`src/rtl/msfd_pkg.sv`:
```
// Shared types, constants and the CRC-32 byte step for the frame decoder.
package msfd_pkg;

   // Store geometry
   localparam int STORE_DEPTH = 64;
   localparam int ADDR_W      = $clog2(STORE_DEPTH);
   localparam int FILL_W      = $clog2(STORE_DEPTH + 1);

   // Frame layout
   localparam int HDR_LEN     = 18;
   localparam int CRC_LEN     = 4;
   localparam int MAX_PAYLOAD = 32;
   localparam int MAGIC_LEN   = 4;

   localparam logic [7:0] MAGIC_0 = 8'h4D;   // M
   localparam logic [7:0] MAGIC_1 = 8'h50;   // P
   localparam logic [7:0] MAGIC_2 = 8'h43;   // C
   localparam logic [7:0] MAGIC_3 = 8'h46;   // F

   localparam logic [15:0] CMD_LOW  = 16'd1;
   localparam logic [15:0] CMD_HIGH = 16'd10;

   localparam logic [31:0] CRC_POLY = 32'hEDB88320;
   localparam logic [31:0] CRC_ONES = 32'hFFFFFFFF;

   // Result kinds and error codes
   localparam logic [1:0] KIND_HEADER  = 2'd0;
   localparam logic [1:0] KIND_PAYLOAD = 2'd1;
   localparam logic [1:0] KIND_ERROR   = 2'd2;

   localparam logic [1:0] ERR_TOO_LARGE   = 2'd0;
   localparam logic [1:0] ERR_BAD_VERSION = 2'd1;
   localparam logic [1:0] ERR_BAD_COMMAND = 2'd2;
   localparam logic [1:0] ERR_CRC         = 2'd3;

   // Configuration register indexes
   localparam logic CSR_EXPECTED_VERSION = 1'b0;
   localparam logic CSR_PAYLOAD_LIMIT    = 1'b1;

   typedef enum logic [4:0] {
      ST_IDLE,
      ST_PRE_START, ST_PRE_SCAN, ST_PRE_DROP,
      ST_APPEND,
      ST_CHK_START, ST_CHK_SCAN, ST_CHK_DROP,
      ST_HDR_DECIDE, ST_HDR_START, ST_HDR_SCAN, ST_HDR_EVAL,
      ST_OVR_EMIT, ST_OVR_START, ST_OVR_SCAN, ST_OVR_DROP,
      ST_BODY_START, ST_BODY_SCAN, ST_VERDICT,
      ST_PREAD, ST_PLOAD, ST_FDROP
   } state_type;

   typedef enum logic [2:0] {
      SW_NONE,
      SW_SCAN_FROM0,
      SW_SCAN_FROM1,
      SW_HEADER,
      SW_BODY
   } sweep_type;

   typedef enum logic [1:0] {
      OUT_HEADER,
      OUT_PAYLOAD,
      OUT_ERROR
   } out_sel_type;

   typedef struct packed {
      logic        append;
      sweep_type   sweep;
      logic        drop_scan;
      logic        drop_frame;
      logic        out_load;
      out_sel_type out_sel;
      logic [1:0]  err_code;
      logic        pay_clear;
   } cmd_type;

   typedef struct packed {
      logic full;
      logic sweep_done;
      logic below_header;
      logic oversize;
      logic short_frame;
      logic ver_bad;
      logic cmd_bad;
      logic crc_bad;
      logic plen_zero;
      logic pay_last;
      logic out_free;
   } status_type;

   // One byte through the reflected CRC-32
   function automatic logic [31:0] crc_byte(input logic [31:0] crc_in, input logic [7:0] data);
      logic [31:0] c;
      c = crc_in ^ {24'd0, data};
      for (int b = 0; b < 8; b++) begin
         c = c[0] ? ((c >> 1) ^ CRC_POLY) : (c >> 1);
      end
      return c;
   endfunction

endpackage

```
`src/rtl/msfd_ctrl.sv`:
```
// Sequencing state machine of the frame decoder.
module msfd_ctrl (
   input  logic                 clock,
   input  logic                 reset,
   input  logic                 req_accept,
   input  msfd_pkg::status_type status,
   output msfd_pkg::cmd_type    cmd,
   output logic                 busy
);

   msfd_pkg::state_type state_ff, state_in;

   // State register
   always_ff @(posedge clock) begin
      if (reset) begin
         state_ff <= msfd_pkg::ST_IDLE;
      end else begin
         state_ff <= state_in;
      end
   end

   // Next state
   always_comb begin
      state_in = state_ff;
      unique case (state_ff)
         msfd_pkg::ST_IDLE: begin
            if (req_accept) begin
               state_in = status.full ? msfd_pkg::ST_PRE_START : msfd_pkg::ST_APPEND;
            end
         end
         msfd_pkg::ST_PRE_START: state_in = msfd_pkg::ST_PRE_SCAN;
         msfd_pkg::ST_PRE_SCAN: begin
            if (status.sweep_done) state_in = msfd_pkg::ST_PRE_DROP;
         end
         msfd_pkg::ST_PRE_DROP:  state_in = msfd_pkg::ST_APPEND;
         msfd_pkg::ST_APPEND:    state_in = msfd_pkg::ST_CHK_START;
         msfd_pkg::ST_CHK_START: state_in = msfd_pkg::ST_CHK_SCAN;
         msfd_pkg::ST_CHK_SCAN: begin
            if (status.sweep_done) state_in = msfd_pkg::ST_CHK_DROP;
         end
         msfd_pkg::ST_CHK_DROP: state_in = msfd_pkg::ST_HDR_DECIDE;
         msfd_pkg::ST_HDR_DECIDE: begin
            state_in = status.below_header ? msfd_pkg::ST_IDLE : msfd_pkg::ST_HDR_START;
         end
         msfd_pkg::ST_HDR_START: state_in = msfd_pkg::ST_HDR_SCAN;
         msfd_pkg::ST_HDR_SCAN: begin
            if (status.sweep_done) state_in = msfd_pkg::ST_HDR_EVAL;
         end
         msfd_pkg::ST_HDR_EVAL: begin
            if (status.oversize)         state_in = msfd_pkg::ST_OVR_EMIT;
            else if (status.short_frame) state_in = msfd_pkg::ST_IDLE;
            else                         state_in = msfd_pkg::ST_BODY_START;
         end
         msfd_pkg::ST_OVR_EMIT: begin
            if (status.out_free) state_in = msfd_pkg::ST_OVR_START;
         end
         msfd_pkg::ST_OVR_START: state_in = msfd_pkg::ST_OVR_SCAN;
         msfd_pkg::ST_OVR_SCAN: begin
            if (status.sweep_done) state_in = msfd_pkg::ST_OVR_DROP;
         end
         msfd_pkg::ST_OVR_DROP:   state_in = msfd_pkg::ST_IDLE;
         msfd_pkg::ST_BODY_START: state_in = msfd_pkg::ST_BODY_SCAN;
         msfd_pkg::ST_BODY_SCAN: begin
            if (status.sweep_done) state_in = msfd_pkg::ST_VERDICT;
         end
         msfd_pkg::ST_VERDICT: begin
            if (status.out_free) begin
               if (status.ver_bad || status.cmd_bad || status.crc_bad || status.plen_zero) begin
                  state_in = msfd_pkg::ST_FDROP;
               end else begin
                  state_in = msfd_pkg::ST_PREAD;
               end
            end
         end
         msfd_pkg::ST_PREAD: state_in = msfd_pkg::ST_PLOAD;
         msfd_pkg::ST_PLOAD: begin
            if (status.out_free) begin
               state_in = status.pay_last ? msfd_pkg::ST_FDROP : msfd_pkg::ST_PREAD;
            end
         end
         msfd_pkg::ST_FDROP: state_in = msfd_pkg::ST_IDLE;
         default:            state_in = msfd_pkg::ST_IDLE;
      endcase
   end

   // Command outputs
   always_comb begin
      cmd            = '0;
      cmd.sweep      = msfd_pkg::SW_NONE;
      cmd.out_sel    = msfd_pkg::OUT_ERROR;
      cmd.err_code   = msfd_pkg::ERR_TOO_LARGE;
      busy           = 1'b1;
      unique case (state_ff)
         msfd_pkg::ST_IDLE:       busy = 1'b0;
         msfd_pkg::ST_PRE_START:  cmd.sweep = msfd_pkg::SW_SCAN_FROM1;
         msfd_pkg::ST_PRE_DROP:   cmd.drop_scan = 1'b1;
         msfd_pkg::ST_APPEND:     cmd.append = 1'b1;
         msfd_pkg::ST_CHK_START:  cmd.sweep = msfd_pkg::SW_SCAN_FROM0;
         msfd_pkg::ST_CHK_DROP:   cmd.drop_scan = 1'b1;
         msfd_pkg::ST_HDR_START:  cmd.sweep = msfd_pkg::SW_HEADER;
         msfd_pkg::ST_OVR_EMIT: begin
            cmd.out_load = status.out_free;
            cmd.out_sel  = msfd_pkg::OUT_ERROR;
            cmd.err_code = msfd_pkg::ERR_TOO_LARGE;
         end
         msfd_pkg::ST_OVR_START:  cmd.sweep = msfd_pkg::SW_SCAN_FROM1;
         msfd_pkg::ST_OVR_DROP:   cmd.drop_scan = 1'b1;
         msfd_pkg::ST_BODY_START: cmd.sweep = msfd_pkg::SW_BODY;
         msfd_pkg::ST_VERDICT: begin
            cmd.out_load  = status.out_free;
            cmd.pay_clear = 1'b1;
            if (status.ver_bad) begin
               cmd.err_code = msfd_pkg::ERR_BAD_VERSION;
            end else if (status.cmd_bad) begin
               cmd.err_code = msfd_pkg::ERR_BAD_COMMAND;
            end else if (status.crc_bad) begin
               cmd.err_code = msfd_pkg::ERR_CRC;
            end else begin
               cmd.out_sel = msfd_pkg::OUT_HEADER;
            end
         end
         msfd_pkg::ST_PLOAD: begin
            cmd.out_load = status.out_free;
            cmd.out_sel  = msfd_pkg::OUT_PAYLOAD;
         end
         msfd_pkg::ST_FDROP:      cmd.drop_frame = 1'b1;
         default:                 busy = 1'b1;
      endcase
   end

endmodule

```
`src/rtl/msfd_dpath.sv`:
```
// Byte store, sweep engine, header/CRC capture and result register.
module msfd_dpath (
   input  logic                 clock,
   input  logic                 reset,
   input  logic                 req_accept,
   input  logic [7:0]           req_data_byte,
   input  logic                 csr_valid,
   input  logic                 csr_index,
   input  logic [15:0]          csr_data,
   input  msfd_pkg::cmd_type    cmd,
   output msfd_pkg::status_type status,
   output logic                 rsp_valid,
   input  logic                 rsp_stall,
   output logic [1:0]           rsp_kind,
   output logic [1:0]           rsp_error_code,
   output logic [31:0]          rsp_transaction_id,
   output logic [3:0]           rsp_command_code,
   output logic [15:0]          rsp_frame_flags,
   output logic [5:0]           rsp_payload_count,
   output logic [7:0]           rsp_payload_byte,
   output logic                 rsp_last
);

   localparam int AW = msfd_pkg::ADDR_W;
   localparam int FW = msfd_pkg::FILL_W;

   // Configuration
   logic [15:0] ver_cfg_ff;
   logic [5:0]  lim_cfg_ff;

   always_ff @(posedge clock) begin
      if (reset) begin
         ver_cfg_ff <= 16'd1;
         lim_cfg_ff <= 6'(msfd_pkg::MAX_PAYLOAD);
      end else if (csr_valid) begin
         if (csr_index == msfd_pkg::CSR_EXPECTED_VERSION) ver_cfg_ff <= csr_data;
         else                                             lim_cfg_ff <= csr_data[5:0];
      end
   end

   // Incoming byte holding register
   logic [7:0] in_byte_ff;
   always_ff @(posedge clock) begin
      if (req_accept) in_byte_ff <= req_data_byte;
   end

   // Store pointers
   logic [AW-1:0] head_ff;
   logic [FW-1:0] fill_ff;

   // Sweep engine
   logic          active_ff, rvld_ff, found_ff, from1_ff, body_ff;
   logic [FW-1:0] idx_ff, end_ff, ridx_ff, fpos_ff;
   logic [7:0]    rd_ff;
   logic [23:0]   win_ff;
   logic [5:0]    pi_ff;

   // Header fields and CRC
   logic [15:0] ver_ff, cmd_ff, flg_ff;
   logic [31:0] rid_ff, plen_ff, crc_ff, crc_rx_ff;

   logic [AW-1:0] wr_addr, rd_addr, pay_addr;
   logic [FW-1:0] flen, crc_end, sweep_start, sweep_end, drop_n;
   logic [5:0]    limit;
   logic          match;

   assign limit    = (lim_cfg_ff < 6'(msfd_pkg::MAX_PAYLOAD)) ? lim_cfg_ff
                                                              : 6'(msfd_pkg::MAX_PAYLOAD);
   assign crc_end  = FW'(msfd_pkg::HDR_LEN) + FW'(plen_ff[5:0]);
   assign flen     = crc_end + FW'(msfd_pkg::CRC_LEN);
   assign wr_addr  = head_ff + fill_ff[AW-1:0];
   assign pay_addr = AW'(msfd_pkg::HDR_LEN) + pi_ff;
   assign rd_addr  = head_ff + (active_ff ? idx_ff[AW-1:0] : pay_addr);

   // Sweep range per request kind
   always_comb begin
      sweep_start = '0;
      sweep_end   = fill_ff;
      case (cmd.sweep)
         msfd_pkg::SW_HEADER: sweep_end = FW'(msfd_pkg::HDR_LEN);
         msfd_pkg::SW_BODY: begin
            sweep_start = FW'(msfd_pkg::HDR_LEN);
            sweep_end   = flen;
         end
         default: sweep_end = fill_ff;
      endcase
   end

   // Magic match on the byte now arriving from the store
   assign match = rvld_ff && !body_ff && !found_ff &&
                  (win_ff[23:16] == msfd_pkg::MAGIC_0) && (win_ff[15:8] == msfd_pkg::MAGIC_1) &&
                  (win_ff[7:0] == msfd_pkg::MAGIC_2) && (rd_ff == msfd_pkg::MAGIC_3) &&
                  (ridx_ff >= FW'(msfd_pkg::MAGIC_LEN - 1)) &&
                  (!from1_ff || ridx_ff >= FW'(msfd_pkg::MAGIC_LEN));

   // Amount removed after a scan
   always_comb begin
      if (found_ff)        drop_n = fpos_ff;
      else if (fill_ff > FW'(3)) drop_n = fill_ff - FW'(3);
      else                 drop_n = '0;
   end

   // Memory
   logic [7:0] byte_store [msfd_pkg::STORE_DEPTH];
   always_ff @(posedge clock) begin
      if (cmd.append) byte_store[wr_addr] <= in_byte_ff;
      rd_ff <= byte_store[rd_addr];
   end

   // Control registers of the store and sweep
   always_ff @(posedge clock) begin
      if (reset) begin
         head_ff   <= '0;
         fill_ff   <= '0;
         active_ff <= 1'b0;
         rvld_ff   <= 1'b0;
         found_ff  <= 1'b0;
      end else begin
         rvld_ff <= active_ff;
         if (cmd.sweep != msfd_pkg::SW_NONE) begin
            active_ff <= sweep_start < sweep_end;
            found_ff  <= 1'b0;
         end else if (match) begin
            active_ff <= 1'b0;
            found_ff  <= 1'b1;
         end else if (active_ff && (idx_ff + FW'(1) >= end_ff)) begin
            active_ff <= 1'b0;
         end
         if (cmd.append) begin
            fill_ff <= fill_ff + FW'(1);
         end else if (cmd.drop_scan) begin
            head_ff <= head_ff + drop_n[AW-1:0];
            fill_ff <= fill_ff - drop_n;
         end else if (cmd.drop_frame) begin
            head_ff <= head_ff + flen[AW-1:0];
            fill_ff <= fill_ff - flen;
         end
      end
   end

   // Sweep datapath: index, window, header fields, CRC
   always_ff @(posedge clock) begin
      if (cmd.sweep != msfd_pkg::SW_NONE) begin
         idx_ff   <= sweep_start;
         end_ff   <= sweep_end;
         from1_ff <= (cmd.sweep == msfd_pkg::SW_SCAN_FROM1);
         body_ff  <= (cmd.sweep == msfd_pkg::SW_HEADER) || (cmd.sweep == msfd_pkg::SW_BODY);
         if (cmd.sweep == msfd_pkg::SW_HEADER) crc_ff <= msfd_pkg::CRC_ONES;
      end else if (active_ff) begin
         idx_ff <= idx_ff + FW'(1);
      end
      ridx_ff <= idx_ff;
      if (match) fpos_ff <= ridx_ff - FW'(msfd_pkg::MAGIC_LEN - 1);
      if (rvld_ff) begin
         win_ff <= {win_ff[15:0], rd_ff};
         if (body_ff) begin
            if (ridx_ff < crc_end || ridx_ff < FW'(msfd_pkg::HDR_LEN)) begin
               crc_ff <= msfd_pkg::crc_byte(crc_ff, rd_ff);
            end else begin
               crc_rx_ff <= {rd_ff, crc_rx_ff[31:8]};
            end
            case (ridx_ff)
               FW'(4):  ver_ff[7:0]    <= rd_ff;
               FW'(5):  ver_ff[15:8]   <= rd_ff;
               FW'(6):  rid_ff[7:0]    <= rd_ff;
               FW'(7):  rid_ff[15:8]   <= rd_ff;
               FW'(8):  rid_ff[23:16]  <= rd_ff;
               FW'(9):  rid_ff[31:24]  <= rd_ff;
               FW'(10): cmd_ff[7:0]    <= rd_ff;
               FW'(11): cmd_ff[15:8]   <= rd_ff;
               FW'(12): flg_ff[7:0]    <= rd_ff;
               FW'(13): flg_ff[15:8]   <= rd_ff;
               FW'(14): plen_ff[7:0]   <= rd_ff;
               FW'(15): plen_ff[15:8]  <= rd_ff;
               FW'(16): plen_ff[23:16] <= rd_ff;
               FW'(17): plen_ff[31:24] <= rd_ff;
               default: ;
            endcase
         end
      end
   end

   // Payload counter
   always_ff @(posedge clock) begin
      if (cmd.pay_clear) begin
         pi_ff <= '0;
      end else if (cmd.out_load && cmd.out_sel == msfd_pkg::OUT_PAYLOAD) begin
         pi_ff <= pi_ff + 6'd1;
      end
   end

   // Result register
   logic        rsp_valid_ff;
   logic [1:0]  kind_ff, err_ff;
   logic [31:0] orid_ff;
   logic [3:0]  ocmd_ff;
   logic [15:0] oflg_ff;
   logic [5:0]  ocnt_ff;
   logic [7:0]  opb_ff;
   logic        olast_ff;
   logic        pay_last;

   assign pay_last = ({1'b0, pi_ff} + 7'd1) == {1'b0, plen_ff[5:0]};

   always_ff @(posedge clock) begin
      if (reset) begin
         rsp_valid_ff <= 1'b0;
      end else if (cmd.out_load) begin
         rsp_valid_ff <= 1'b1;
      end else if (!rsp_stall) begin
         rsp_valid_ff <= 1'b0;
      end
   end

   always_ff @(posedge clock) begin
      if (cmd.out_load) begin
         kind_ff  <= msfd_pkg::KIND_ERROR;
         err_ff   <= cmd.err_code;
         orid_ff  <= '0;
         ocmd_ff  <= '0;
         oflg_ff  <= '0;
         ocnt_ff  <= '0;
         opb_ff   <= '0;
         olast_ff <= 1'b1;
         case (cmd.out_sel)
            msfd_pkg::OUT_HEADER: begin
               kind_ff  <= msfd_pkg::KIND_HEADER;
               err_ff   <= '0;
               orid_ff  <= rid_ff;
               ocmd_ff  <= cmd_ff[3:0];
               oflg_ff  <= flg_ff;
               ocnt_ff  <= plen_ff[5:0];
               olast_ff <= (plen_ff == 32'd0);
            end
            msfd_pkg::OUT_PAYLOAD: begin
               kind_ff  <= msfd_pkg::KIND_PAYLOAD;
               err_ff   <= '0;
               opb_ff   <= rd_ff;
               olast_ff <= pay_last;
            end
            default: kind_ff <= msfd_pkg::KIND_ERROR;
         endcase
      end
   end

   assign rsp_valid          = rsp_valid_ff;
   assign rsp_kind           = kind_ff;
   assign rsp_error_code     = err_ff;
   assign rsp_transaction_id = orid_ff;
   assign rsp_command_code   = ocmd_ff;
   assign rsp_frame_flags    = oflg_ff;
   assign rsp_payload_count  = ocnt_ff;
   assign rsp_payload_byte   = opb_ff;
   assign rsp_last           = olast_ff;

   // Status back to the controller
   always_comb begin
      status              = '0;
      status.full         = fill_ff == FW'(msfd_pkg::STORE_DEPTH);
      status.sweep_done   = !active_ff && !rvld_ff;
      status.below_header = fill_ff < FW'(msfd_pkg::HDR_LEN);
      status.oversize     = plen_ff > {26'd0, limit};
      status.short_frame  = fill_ff < flen;
      status.ver_bad      = ver_ff != ver_cfg_ff;
      status.cmd_bad      = (cmd_ff < msfd_pkg::CMD_LOW) || (cmd_ff > msfd_pkg::CMD_HIGH);
      status.crc_bad      = (crc_ff ^ msfd_pkg::CRC_ONES) != crc_rx_ff;
      status.plen_zero    = plen_ff == 32'd0;
      status.pay_last     = pay_last;
      status.out_free     = !rsp_valid_ff;
   end

endmodule

```
`src/rtl/magic_sync_frame_decoder_top.sv`:
```
// Frame decoder top level: request, result and register ports.
// A request holds the input while its byte is appended and the stored bytes are scanned
// for the magic; a full header adds a header read, and a complete frame a body read,
// the verdict and its results, and the input is held longer while rsp_stall holds a result.
// Synchronous active-high reset empties the store, restores version 1 and limit 32.
module magic_sync_frame_decoder_top (
   input  logic        clock,
   input  logic        reset,
   input  logic        req_valid,
   output logic        req_stall,
   input  logic [7:0]  req_data_byte,
   output logic        rsp_valid,
   input  logic        rsp_stall,
   output logic [1:0]  rsp_kind,
   output logic [1:0]  rsp_error_code,
   output logic [31:0] rsp_transaction_id,
   output logic [3:0]  rsp_command_code,
   output logic [15:0] rsp_frame_flags,
   output logic [5:0]  rsp_payload_count,
   output logic [7:0]  rsp_payload_byte,
   output logic        rsp_last,
   input  logic        csr_valid,
   output logic        csr_ready,
   input  logic        csr_index,
   input  logic [15:0] csr_data
);

   msfd_pkg::cmd_type    cmd;
   msfd_pkg::status_type status;
   logic                 busy;
   logic                 req_accept;

   // Request handshake
   assign req_stall  = busy;
   assign req_accept = req_valid && !busy;
   assign csr_ready  = 1'b1;

   msfd_ctrl u_ctrl (
      .clock      (clock),
      .reset      (reset),
      .req_accept (req_accept),
      .status     (status),
      .cmd        (cmd),
      .busy       (busy)
   );

   msfd_dpath u_dpath (
      .clock              (clock),
      .reset              (reset),
      .req_accept         (req_accept),
      .req_data_byte      (req_data_byte),
      .csr_valid          (csr_valid),
      .csr_index          (csr_index),
      .csr_data           (csr_data),
      .cmd                (cmd),
      .status             (status),
      .rsp_valid          (rsp_valid),
      .rsp_stall          (rsp_stall),
      .rsp_kind           (rsp_kind),
      .rsp_error_code     (rsp_error_code),
      .rsp_transaction_id (rsp_transaction_id),
      .rsp_command_code   (rsp_command_code),
      .rsp_frame_flags    (rsp_frame_flags),
      .rsp_payload_count  (rsp_payload_count),
      .rsp_payload_byte   (rsp_payload_byte),
      .rsp_last           (rsp_last)
   );

endmodule
```
`config.mk`:
```
export PLATFORM = sky130hd
export DESIGN_NAME = magic_sync_frame_decoder_top
export DESIGN_NICKNAME = d
export VERILOG_FILES = /design/src/rtl/msfd_pkg.sv /design/src/rtl/msfd_ctrl.sv /design/src/rtl/msfd_dpath.sv /design/src/rtl/magic_sync_frame_decoder_top.sv
export SDC_FILE = /design/constraint.sdc
export NUM_CORES = 1
export LEC_CHECK = 0
export BUFFER_PORTS_ARGS = -buffer_cell sky130_fd_sc_hd__buf_2
export CAP_MARGIN = 20
export CORE_ASPECT_RATIO = 1.2
export CORE_UTILIZATION = 55
export CTS_BUF_LIST = sky130_fd_sc_hd__clkbuf_4
export DETAILED_ROUTE_END_ITERATION = 16
export PLACE_DENSITY = 0.72
export SYNTH_ARGS = -nofsm -noshare
export SYNTH_HDL_FRONTEND = slang
export SYNTH_SLANG_ARGS = --single-unit
```
`constraint.sdc`:
```
create_clock -name clock -period 10.1 [get_ports clock]
set_input_delay 0 -clock clock [delete_from_list [all_inputs] [get_ports clock]]
set_output_delay 0 -clock clock [all_outputs]
set_load 0.01 [all_outputs]
```
## After elaboration in Yosys (flattened, before gate mapping)

Memory sizes are Yosys's and may differ from the RTL's. A register that Yosys moved wholly into a read port is not among the register bits.
Index checks and enable logic that the tools add are counted.
W data, S select, Z words.

| storage, ports and cells | value |
|---|---|
| output and inout port bits | 74 |
| bits in writable memories | 512 |
| memories | 1 |
| word-level logic and storage cells | 264 |
| register bits | 359 |
| bits of input ports | 30 |

| operators by class | value |
|---|---|
| add/sub/neg operators | 15 |
| bitwise operators | 14 |
| order comparisons | 13 |
| equal/unequal tests | 57 |
| muxes and demuxes | 64 |
| reduce and logical (&&, ||, !) cells | 57 |

Memory list:

| name | words | bits a word | read ports | clocked after memory_dff | write ports | RTL line | text |
|---|---|---|---|---|---|---|---|
| u_dpath.byte_store | 64 | 8 | 1 | 1 | 1 | msfd_dpath.sv:104 | `logic [7:0] byte_store [msfd_pkg::STORE_DEPTH];` |

Operator list:

| kind | number |
|---|---|
| $mux W32 | 13 |
| $not A13 Y14 | 8 |
| $pmux W5 S20 | 1 |
| $mux W5 | 12 |
| $eq A7 B4 Y1 const B | 8 |
| $mux W7 | 7 |
| $reduce_and A3 Y1 | 15 |
| $eq A5 B4 Y1 const B | 8 |
| $eq A8 B7 Y1 const B | 4 |
| $gt A32 B6 Y1 | 1 |
| $logic_not A32 Y1 | 1 |
| $ne A32 B32 Y1 | 1 |
| $not A32 Y32 | 1 |
| $xor A32 B8 Y32 | 1 |
| $eq A5 B5 Y1 const B | 6 |
| $eq A7 B3 Y1 const B | 4 |
| $add A6 B6 Y6 | 4 |
| $mux W6 | 4 |
| $eq A5 B3 Y1 const B | 4 |
| $ne A2 B2 Y1 const B | 9 |
| $gt A16 B4 Y1 const B | 1 |
| $lt A16 B1 Y1 const B | 1 |
| $ne A16 B16 Y1 | 1 |
| $add A7 B1 Y7 const B | 2 |
| 46 further kinds | 103 |

## Longest topological paths before layout

Gate-level depths: netlist of the first run.

| logic depth | value |
|---|---|
| depth in word-level cells | 20 |
| mapped depth | 16 |

## Cells and area by module

Synthesis of the first run repeated with hierarchy kept, for this count alone.

| unflattened totals | value |
|---|---|
| cell total of the unflattened synthesis | 2361 |
| area, all modules | 36841.6 um^2 |

Modules (own cells, without submodules):

| module | seq. area each (um^2) | times used | area an instance (um^2) | cells an instance |
|---|---|---|---|---|
| msfd_dpath | 25324.3 | 1 | 36226.0 | 2269 |
| msfd_ctrl | 100.1 | 1 | 590.6 | 89 |
| magic_sync_frame_decoder_top | 0.0 | 1 | 25.0 | 3 |

## Least setup slack after synthesis of the first run

OpenSTA, ideal clock, no wires.

| timing path | value |
|---|---|
| path type | register -> register |
| from | reg u_dpath.plen_ff[1] |
| to | reg u_dpath.crc_rx_ff[0], enable pin |
| data required time | 9630 ps |
| period minus slack after synthesis | 4669 ps |
| arrival | 4199 ps |
| stages on the path, launching flop included | 9 |
| buffers on the path | 0 |
| slack | 5431 ps |
| path through | edfxtp_1 -> ha_1 -> inv_1 -> ha_1 -> o21a_1 -> o21ai_0 -> a21oi_1 -> o21ai_0 -> a211oi_1 |

| on the way | value |
|---|---|
| word-level cells in the longest chain between the ends | 5 |

RTL lines:

| what | RTL line | text |
|---|---|---|
| from (decl) | msfd_dpath.sv:60 | `logic [31:0] rid_ff, plen_ff, crc_ff, crc_rx_ff;` |
| from (signal assigned) | msfd_dpath.sv:173 | `FW'(14): plen_ff[7:0] <= rd_ff;` |
| $add A5 B6 Y7 | msfd_dpath.sv:69 | `assign crc_end = FW'(msfd_pkg::HDR_LEN) + FW'(plen_ff[5:0]);` |
| $lt A7 B7 Y1 | msfd_dpath.sv:157 | `if (ridx_ff < crc_end \|\| ridx_ff < FW'(msfd_pkg::HDR_LEN)) begin` |
| $logic_or A1 B1 Y1 | msfd_dpath.sv:157 |  |
| $not A1 Y1 (no source line) | -- |  |
| $reduce_and A3 Y1 (no source line) | -- |  |
| to (signal assigned) | msfd_dpath.sv:160 | `crc_rx_ff <= {rd_ff, crc_rx_ff[31:8]};` |
| to (decl) | msfd_dpath.sv:60 |  |

No other way between the ends.
A chain may end at the register's enable or synchronous reset.

## Worst setup path after layout of the first run

| timing path | value |
|---|---|
| from | reg u_dpath.active_ff |
| to | reg u_dpath.rd_ff[2], read port of u_dpath.byte_store |

| on the way | value |
|---|---|
| word-level cells in the longest chain between the ends | 2 |

RTL lines:

| what | RTL line | text |
|---|---|---|
| from (decl) | msfd_dpath.sv:52 | `logic active_ff, rvld_ff, found_ff, from1_ff, body_ff;` |
| from (signal assigned) | msfd_dpath.sv:121 | `active_ff <= sweep_start < sweep_end;` |
| $mux W6 | msfd_dpath.sv:73 | `assign rd_addr = head_ff + (active_ff ? idx_ff[AW-1:0] : pay_addr);` |
| $add A6 B6 Y6 | msfd_dpath.sv:73 |  |
| to (decl) | msfd_dpath.sv:54 | `logic [7:0] rd_ff;` |

No other way between the ends.

==> flow_summary.toml, run 1 <==
[floorplan]
fp.dieH_um = 283.4
row_count = 102
core_area_um2 = 64960
die_w_um = 236.5
top_level_ports = 104
initial_utilization_pct = 55.88
die-area_um2 = 67040

[timing]
fmax_mhz = 214.6
setup_violations = 0
slew_violations = 0
final.setup_skew_ns = 0.05405
finalHoldViolations = 0
fin_tns_setup_ns = 0
period_minus_slack_ns = 4.659
period_share_pct = 46.13
rsz0062_at_grt = "false"
tightest_slew_ns = 1.131
relSlewSlack_pct = 24.50

[yosys]
synth-edff-count = 782
synth-async-reset-ratio_pct = 0
netlist_area_um2 = 36300
synth_ff_type = "edfxtp_1"
yosysSeqAreaShare_pct = 70.04
synthTopCellsByCount = "edfxtp_1, nor2_1, mux4_2"
yosysMostFrequentCell = "edfxtp_1"
syn_nets = 2267
ys_warn_count = 0
synth_area_leaders = "edfxtp_1, mux4_2, dfxtp_1, xnor2_1, ha_1"
synth_seq_cells = 879
synth_top_area_share_pct = 64.69
ys_types = 68
syn_inst = 2172
avgSynthCellArea_um2 = 16.71
yosysTopAreaCell = "edfxtp_1"

[clock_network]
path_clk_slew_ns = 0.07
postCtsSetupRepairBufs = 0
cts_max_path_buffers = 3
htree_levels = 4
cts_tree = "done"
clock_sinks = 879
cts_buffers = 208
cts_resized = 0
insertion_delay_ns = 1.05
holdBufCountCts = 91
clockRootBuffer = "clkbuf_4"

[flow_run]
maxCapViolCount = 0

[global_route]
grtUsageMet3_pct = 5.837
grt_use_met2_pct = 44.78
grt_max_degree = 73
antenna_found_initial = 2
grt_pass1_wl_um = 128900
grt-busiest-layer = "met2"
grt_overflow = 0
grtUsageTotal_pct = 25.99
grt_pass1_vias = 21645
grtUsageMet1_pct = 29.84

[drt]
first_pass_iters = 6
drt_iter0_markers = 1753
antenna_violating_nets_post_route = 0
vias = 20654
drc = 0
wl_per_cell_um = 24.22
viasPerCell = 5.879
finalWirelength_um = 85080

[final_layout]
drive_gt1_share_pct = 23.92
nets = 2615
nFillCells = 4539
area.growth.synth_to_final_pct = 13.89

[setup_path]
cp.required_ns = 10.96
cp_cell_sequence = "mux2_2, ha_4, buf_4, mux4_2, mux4_2, mux2i_1, mux2i_1"
worstPathArrival_ns = 5.52
path_class = "reg2reg"
cp_max_fo = 44
cp-end-kind = "flip-flop"
crit_slowest_cell = "ha_4"
ff2ff_setup_slack_ns = 5.44
max_stage_delay_ns = 0.85
setup.worst_path.start_class = "flip-flop"

[placement]
routabilityCongestion = 0.8937
io_buffer_count = 102
dp_hpwl_um = 51360

[pwr]
p_leak_nw = 13.63
power_density_nw_per_um2 = 205.8
p_total_mw = 8.509
max-vdd-ir-drop_mv = 0.1094

[hold_path]
hp-class = "in2reg"

[outcome]
status = "finished clean"
-- kinds of logic after synthesis --
family | share of synthesized area, %
xor gates and xnor gates | 4.343
adders and majority gates | 2.371
buffers and inverters | 1.527
AOI/OAI and AO/OA | 3.240
and+or+nand+nor | 6.604
DFF | 70.04
other | 0.01033
muxes | 11.87
-- registers in the layout, summed over array words and instances, names as in the netlist, 24 cells and up --
signal / cells
u_dpath.byte_store: 512
u_dpath.crc_rx_ff: 32
u_dpath.plen_ff: 32
u_dpath.rid_ff: 32
u_dpath.crc_ff: 32
u_dpath.rsp_transaction_id: 32
u_dpath.win_ff: 24
-- power breakdown --
group | total, mW | switching [mW] | internal, mW | leakage (nW)
Clock | 2.76 | 1.39 | 1.38 | 1.53
Sequential | 4.29 | 0.136 | 4.15 | 7.73
Combinational | 1.46 | 0.820 | 0.642 | 4.37
Total | 8.51 | 2.34 | 6.17 | 13.6
-- cell usage in the layout (no fill, tap or decap), drive strengths merged, types with 7 or more instances in the layout --
cell         Yosys  routed
ha              60      60
o21a             9       9
xnor2          114     114
nand4           12      12
mux2i           66      66
xor2            66      66
nor2           173     173
o21ai           43      43
edfxtp         782     782
nand2b           7       7
a22oi           10      10
nor2b           11      11
nand3           25      25
inv             45      51
and2            70      70
dfxtp           97      97
nor3            21      21
buf             28     136
a21o            11      11
nor4            34      34
a211oi          10      10
mux4           160     160
a21oi           67      67
clkinv           0      61
dlygate4sd3      0      91
clkbuf          60     302
nand2          106     106
-- critical path, delay by kind of cell (launching register included) --
| family | cells | cell delay, ns |
|---|---|---|
| multiplexers | 5 | 2.17 |
| adder cells (fa/ha/maj) | 1 | 0.85 |
| buffers and inverters | 1 | 0.79 |
| flip-flops | 1 | 0.54 |
-- per-stage QoR --
stage          setup WS (ns)  hold slack (ns)  util [%]  std cells  instance area, um^2
2_1_floorplan          5.431          0.09887         -       2172                36300
3_3_place_gp           5.452           0.1773     58.19       3046                37800
3_5_place_dp           5.342           0.1784     58.26       3049                37840
4_1_cts                5.317         0.001279     63.62       3510                41320
5_1_grt                5.145           0.1315     63.65       3513                41350
6_report               5.441           0.1740     63.65       3513                41350
-- routing by layer --
metal	part of all wire, %	wire (um)
met5	0.020	17
met4	5.0	4264
met3	6.1	5190
met2	52	44600
met1	36	31020
-- path summary, 6_finish.rpt --
| kind | from | end | cells after the start |
|---|---|---|---|
| worst max-delay path | u_dpath.active_ff$_SDFFE_PP0P_ | u_dpath.rd_ff[2]$_DFF_P_ | 7 |
| worst min-delay path | csr_index | u_dpath.ver_cfg_ff[5]$_SDFFE_PP0P_ | 5 |
| worst max register to register | u_dpath.active_ff$_SDFFE_PP0P_ | u_dpath.rd_ff[2]$_DFF_P_ | 7 |
| worst min register to register | u_dpath.win_ff[8]$_DFFE_PP_ | u_dpath.win_ff[16]$_DFFE_PP_ | 0 |
-- final cells by class --
class	instances	area, um^2	area share, %
Sequential cell	879	25420	61.49
Multi-Input combinational cell	1159	10440	25.24
Clock buffer	302	2267	5.483
Timing Repair Buffer	227	1704	4.122
Tap cell	832	1041	2.518
Clock inverter	68	302.8	0.7323
Inverter	45	168.9	0.4085
Antenna cell	1	2.502	0.006052
No activity file was read; power rests on OpenSTA's default activity.
==> run 2, diff against run 1 <==
--- a/config.mk
+++ b/config.mk
@@ -5,6 +5,7 @@
 export SDC_FILE = /design/constraint.sdc
 export NUM_CORES = 1
 export LEC_CHECK = 0
+export ABC_AREA = 1
 export BUFFER_PORTS_ARGS = -buffer_cell sky130_fd_sc_hd__buf_2
 export CAP_MARGIN = 20
 export CORE_ASPECT_RATIO = 1.2
==> constraint.sdc (replaced) <==
create_clock -name clock -period 4.4 [get_ports clock]
set_input_delay 0 -clock clock [delete_from_list [all_inputs] [get_ports clock]]
set_output_delay 0 -clock clock [all_outputs]
set_load 0.01 [all_outputs]
==> flow_summary.toml, run 2 <==
[pwr]
p_leak_nw = 16.28
power_density_nw_per_um2 = 583.5
max-vdd-ir-drop_mv = 0.3815
p_total_mw = 25.11

[setup_path]
max_stage_delay_ns = 0.81
cp.required_ns = 5.37
cp_max_fo = 51
crit_slowest_cell = "fa_4"
ff2ff_setup_slack_ns = 0.47
setup.worst_path.start_class = "flip-flop"
cp-end-kind = "flip-flop"
worstPathArrival_ns = 4.90
path_class = "reg2reg"
crit_top_cell = "o21ai_0"
ff2ff_path_depth = 12
cp_cell_sequence = "inv_1, o21ai_0, ha_4, inv_1, fa_4, buf_12, o21ai_0, o221ai_1, nand3_1, a21boi_0, o21ai_0, nand2_1"
rr_startpoint = "u_dpath.pi_ff[0]$_SDFFE_PP0P_"
rr_endpoint = "u_dpath.rd_ff[1]$_DFF_P_"

[clock_network]
cts_resized = 0
holdBufCountCts = 93
cts_tree = "done"
cts_max_path_buffers = 3
path_clk_slew_ns = 0.08
htree_levels = 4
clockRootBuffer = "clkbuf_4"
cts_buffers = 209
insertion_delay_ns = 1.08
clock_sinks = 879
postCtsSetupRepairBufs = 0

[final_layout]
multi_input_area_um2 = 10630
instances_no_fill = 4739
drive_gt1_share_pct = 14.21
nets = 3765
area.growth.synth_to_final_pct = 14.58
final_common_cell = "edfxtp_1"
seq_area_um2 = 25420
nFillCells = 5161
mostFrequentLayoutCells = "edfxtp_1, nor2_1, nand2_1"
regMostFlops = "u_dpath.byte_store"
largest_reg_flops = 512

[placement]
io_buffer_count = 102
routabilityCongestion = 0.9338
dp.cells = 4264
dp_hpwl_um = 56430

[yosys]
syn_nets = 3429
yosysSeqAreaShare_pct = 67.69
ys_warn_count = 0
netlist_area_um2 = 37560
syn_inst = 3334
ys_types = 54
synthTopCellsByCount = "edfxtp_1, nor2_1, nand2_1"
avgSynthCellArea_um2 = 11.27
synth_seq_cells = 879
synth_top_area_share_pct = 62.52
synth_area_leaders = "edfxtp_1, nor2_1, dfxtp_1, o21ai_0, nand2_1"
synth-async-reset-ratio_pct = 0
yosysMostFrequentCell = "edfxtp_1"
synth_ff_type = "edfxtp_1"
synth-edff-count = 782
yosysTopAreaCell = "edfxtp_1"

[floorplan]
core_area_um2 = 67270
fp.dieH_um = 288.3
initial_utilization_pct = 55.83
die-area_um2 = 69350
row_count = 104
top_level_ports = 104
die_w_um = 240.6

[flow_run]
maxCapViolCount = 0

[drt]
m1WireLength_um = 35960
drc = 0
vias = 26509
viasPerCell = 5.594
drt_iter0_markers = 2541
route.met3.wl_um = 6719
wl_per_cell_um = 19.51
top_layer_used = "met4"
finalWirelength_um = 92450
antenna_violating_nets_post_route = 0
wl_met2_um = 46100
first_pass_iters = 6

[timing]
finalHoldViolations = 0
tightest_slew_ns = 1.059
period_minus_slack_ns = 3.927
final.setup_skew_ns = 0.06615
rsz0062_at_grt = "false"
fmax_mhz = 254.6
slew_violations = 0
relSlewSlack_pct = 29.14
period_share_pct = 89.25
setup_violations = 0
fin_tns_setup_ns = 0

[global_route]
grt_pass1_wl_um = 141800
grt_max_degree = 155
grt_pass1_vias = 26056
grt_overflow = 0
antenna_found_initial = 3
grtUsageTotal_pct = 27.02

[outcome]
status = "finished clean"

[hold_path]
hold_path_end = "u_dpath.in_byte_ff[0]$_DFFE_PP_"
hp-class = "in2reg"
min_path_cells = 4
min_from = "req_valid"
[run 2: changes by cell type after synthesis, moves of 85 or more]
cell     previous run  this run
nand2_1           106       434
xnor2_1           114        25
nor2_1            173       620
o21ai_0            43       359
mux4_2            160         0
o22ai_1             3        88
inv_1              45       270
[run 2: worst max-delay path by stage]
stage | start | end | slack [ns] | cells past startpoint
after CTS | u_dpath.pi_ff[0]$_SDFFE_PP0P_ | u_dpath.rd_ff[6]$_DFF_P_ | 0.47 | 15
after detailed placement | u_dpath.pi_ff[0]$_SDFFE_PP0P_ | u_dpath.rd_ff[6]$_DFF_P_ | 0.50 | 15
final | u_dpath.pi_ff[0]$_SDFFE_PP0P_ | u_dpath.rd_ff[1]$_DFF_P_ | 0.47 | 12
after global placement | u_dpath.pi_ff[0]$_SDFFE_PP0P_ | u_dpath.rd_ff[6]$_DFF_P_ | 0.60 | 15
after global routing | u_dpath.pi_ff[0]$_SDFFE_PP0P_ | u_dpath.rd_ff[6]$_DFF_P_ | 0.30 | 15
after floorplan | u_dpath.plen_ff[1]$_DFFE_PP_ | u_dpath.crc_rx_ff[0]$_DFFE_PP_ | 0.95 | 11
[run 2: through the flow]
step	cell area [um^2]	util [%]	setup slack [ns]	hold WS (ns)
CTS	43010	63.93	0.4659	0.02263
floorplan	37560	-	0.9502	0.09887
finish	43040	63.97	0.4730	0.1345
global route	43030	63.97	0.3042	0.04555
detailed placement	39290	58.41	0.4988	0.1783
global placement	39290	58.41	0.6047	0.1760
[run 2: logic make-up after synthesis]
| family | Yosys count | synth area share [%] |
|---|---|---|
| AND/OR/NAND/NOR | 1247 | 13.56 |
| flip-flops | 879 | 67.69 |
| AO/OA/AOI/OAI | 620 | 9.494 |
| buffers and inverters | 408 | 4.177 |
| XOR/XNOR | 114 | 2.808 |
| adder cells (fa/ha/maj) | 65 | 2.265 |
| other | 1 | 0.009984 |
[run 2: power breakdown]
group          leakage, nW  internal [mW]  total [mW]  switching (mW)
combinational         6.93           2.53        7.79            5.26
sequential            7.72           10.1        10.6           0.505
clock                 1.63           3.53        6.77            3.23
[run 2: cell type report]
class                      instances  share of cell area, %
sequential                       879                  59.08
timing repair buffer             257                  4.675
clock buffer                     308                  5.373
antenna                            4                0.02326
multi-input combinational       2047                  24.71
inverter                         276                  2.419
clock inverter                    67                  1.105
tap                              901                  2.619
[run 2: routing by layer]
layer | track usage, % | up-vias
met4 | 13.47 | 0
met2 | 45.79 | 1125
met5 | 0 | -
met3 | 5.907 | 222
met1 | 32.58 | 12690
li1 | - | 12472
[run 2: worst max-delay path, delay by kind of cell, from the launching register on]
| family | cells | cell delay [ns] |
|---|---|---|
| flops | 1 | 0.42 |
| fa+ha+maj | 2 | 1.03 |
| compound gates | 5 | 1.68 |
| buf+inv | 3 | 0.42 |
| simple gates | 2 | 0.25 |
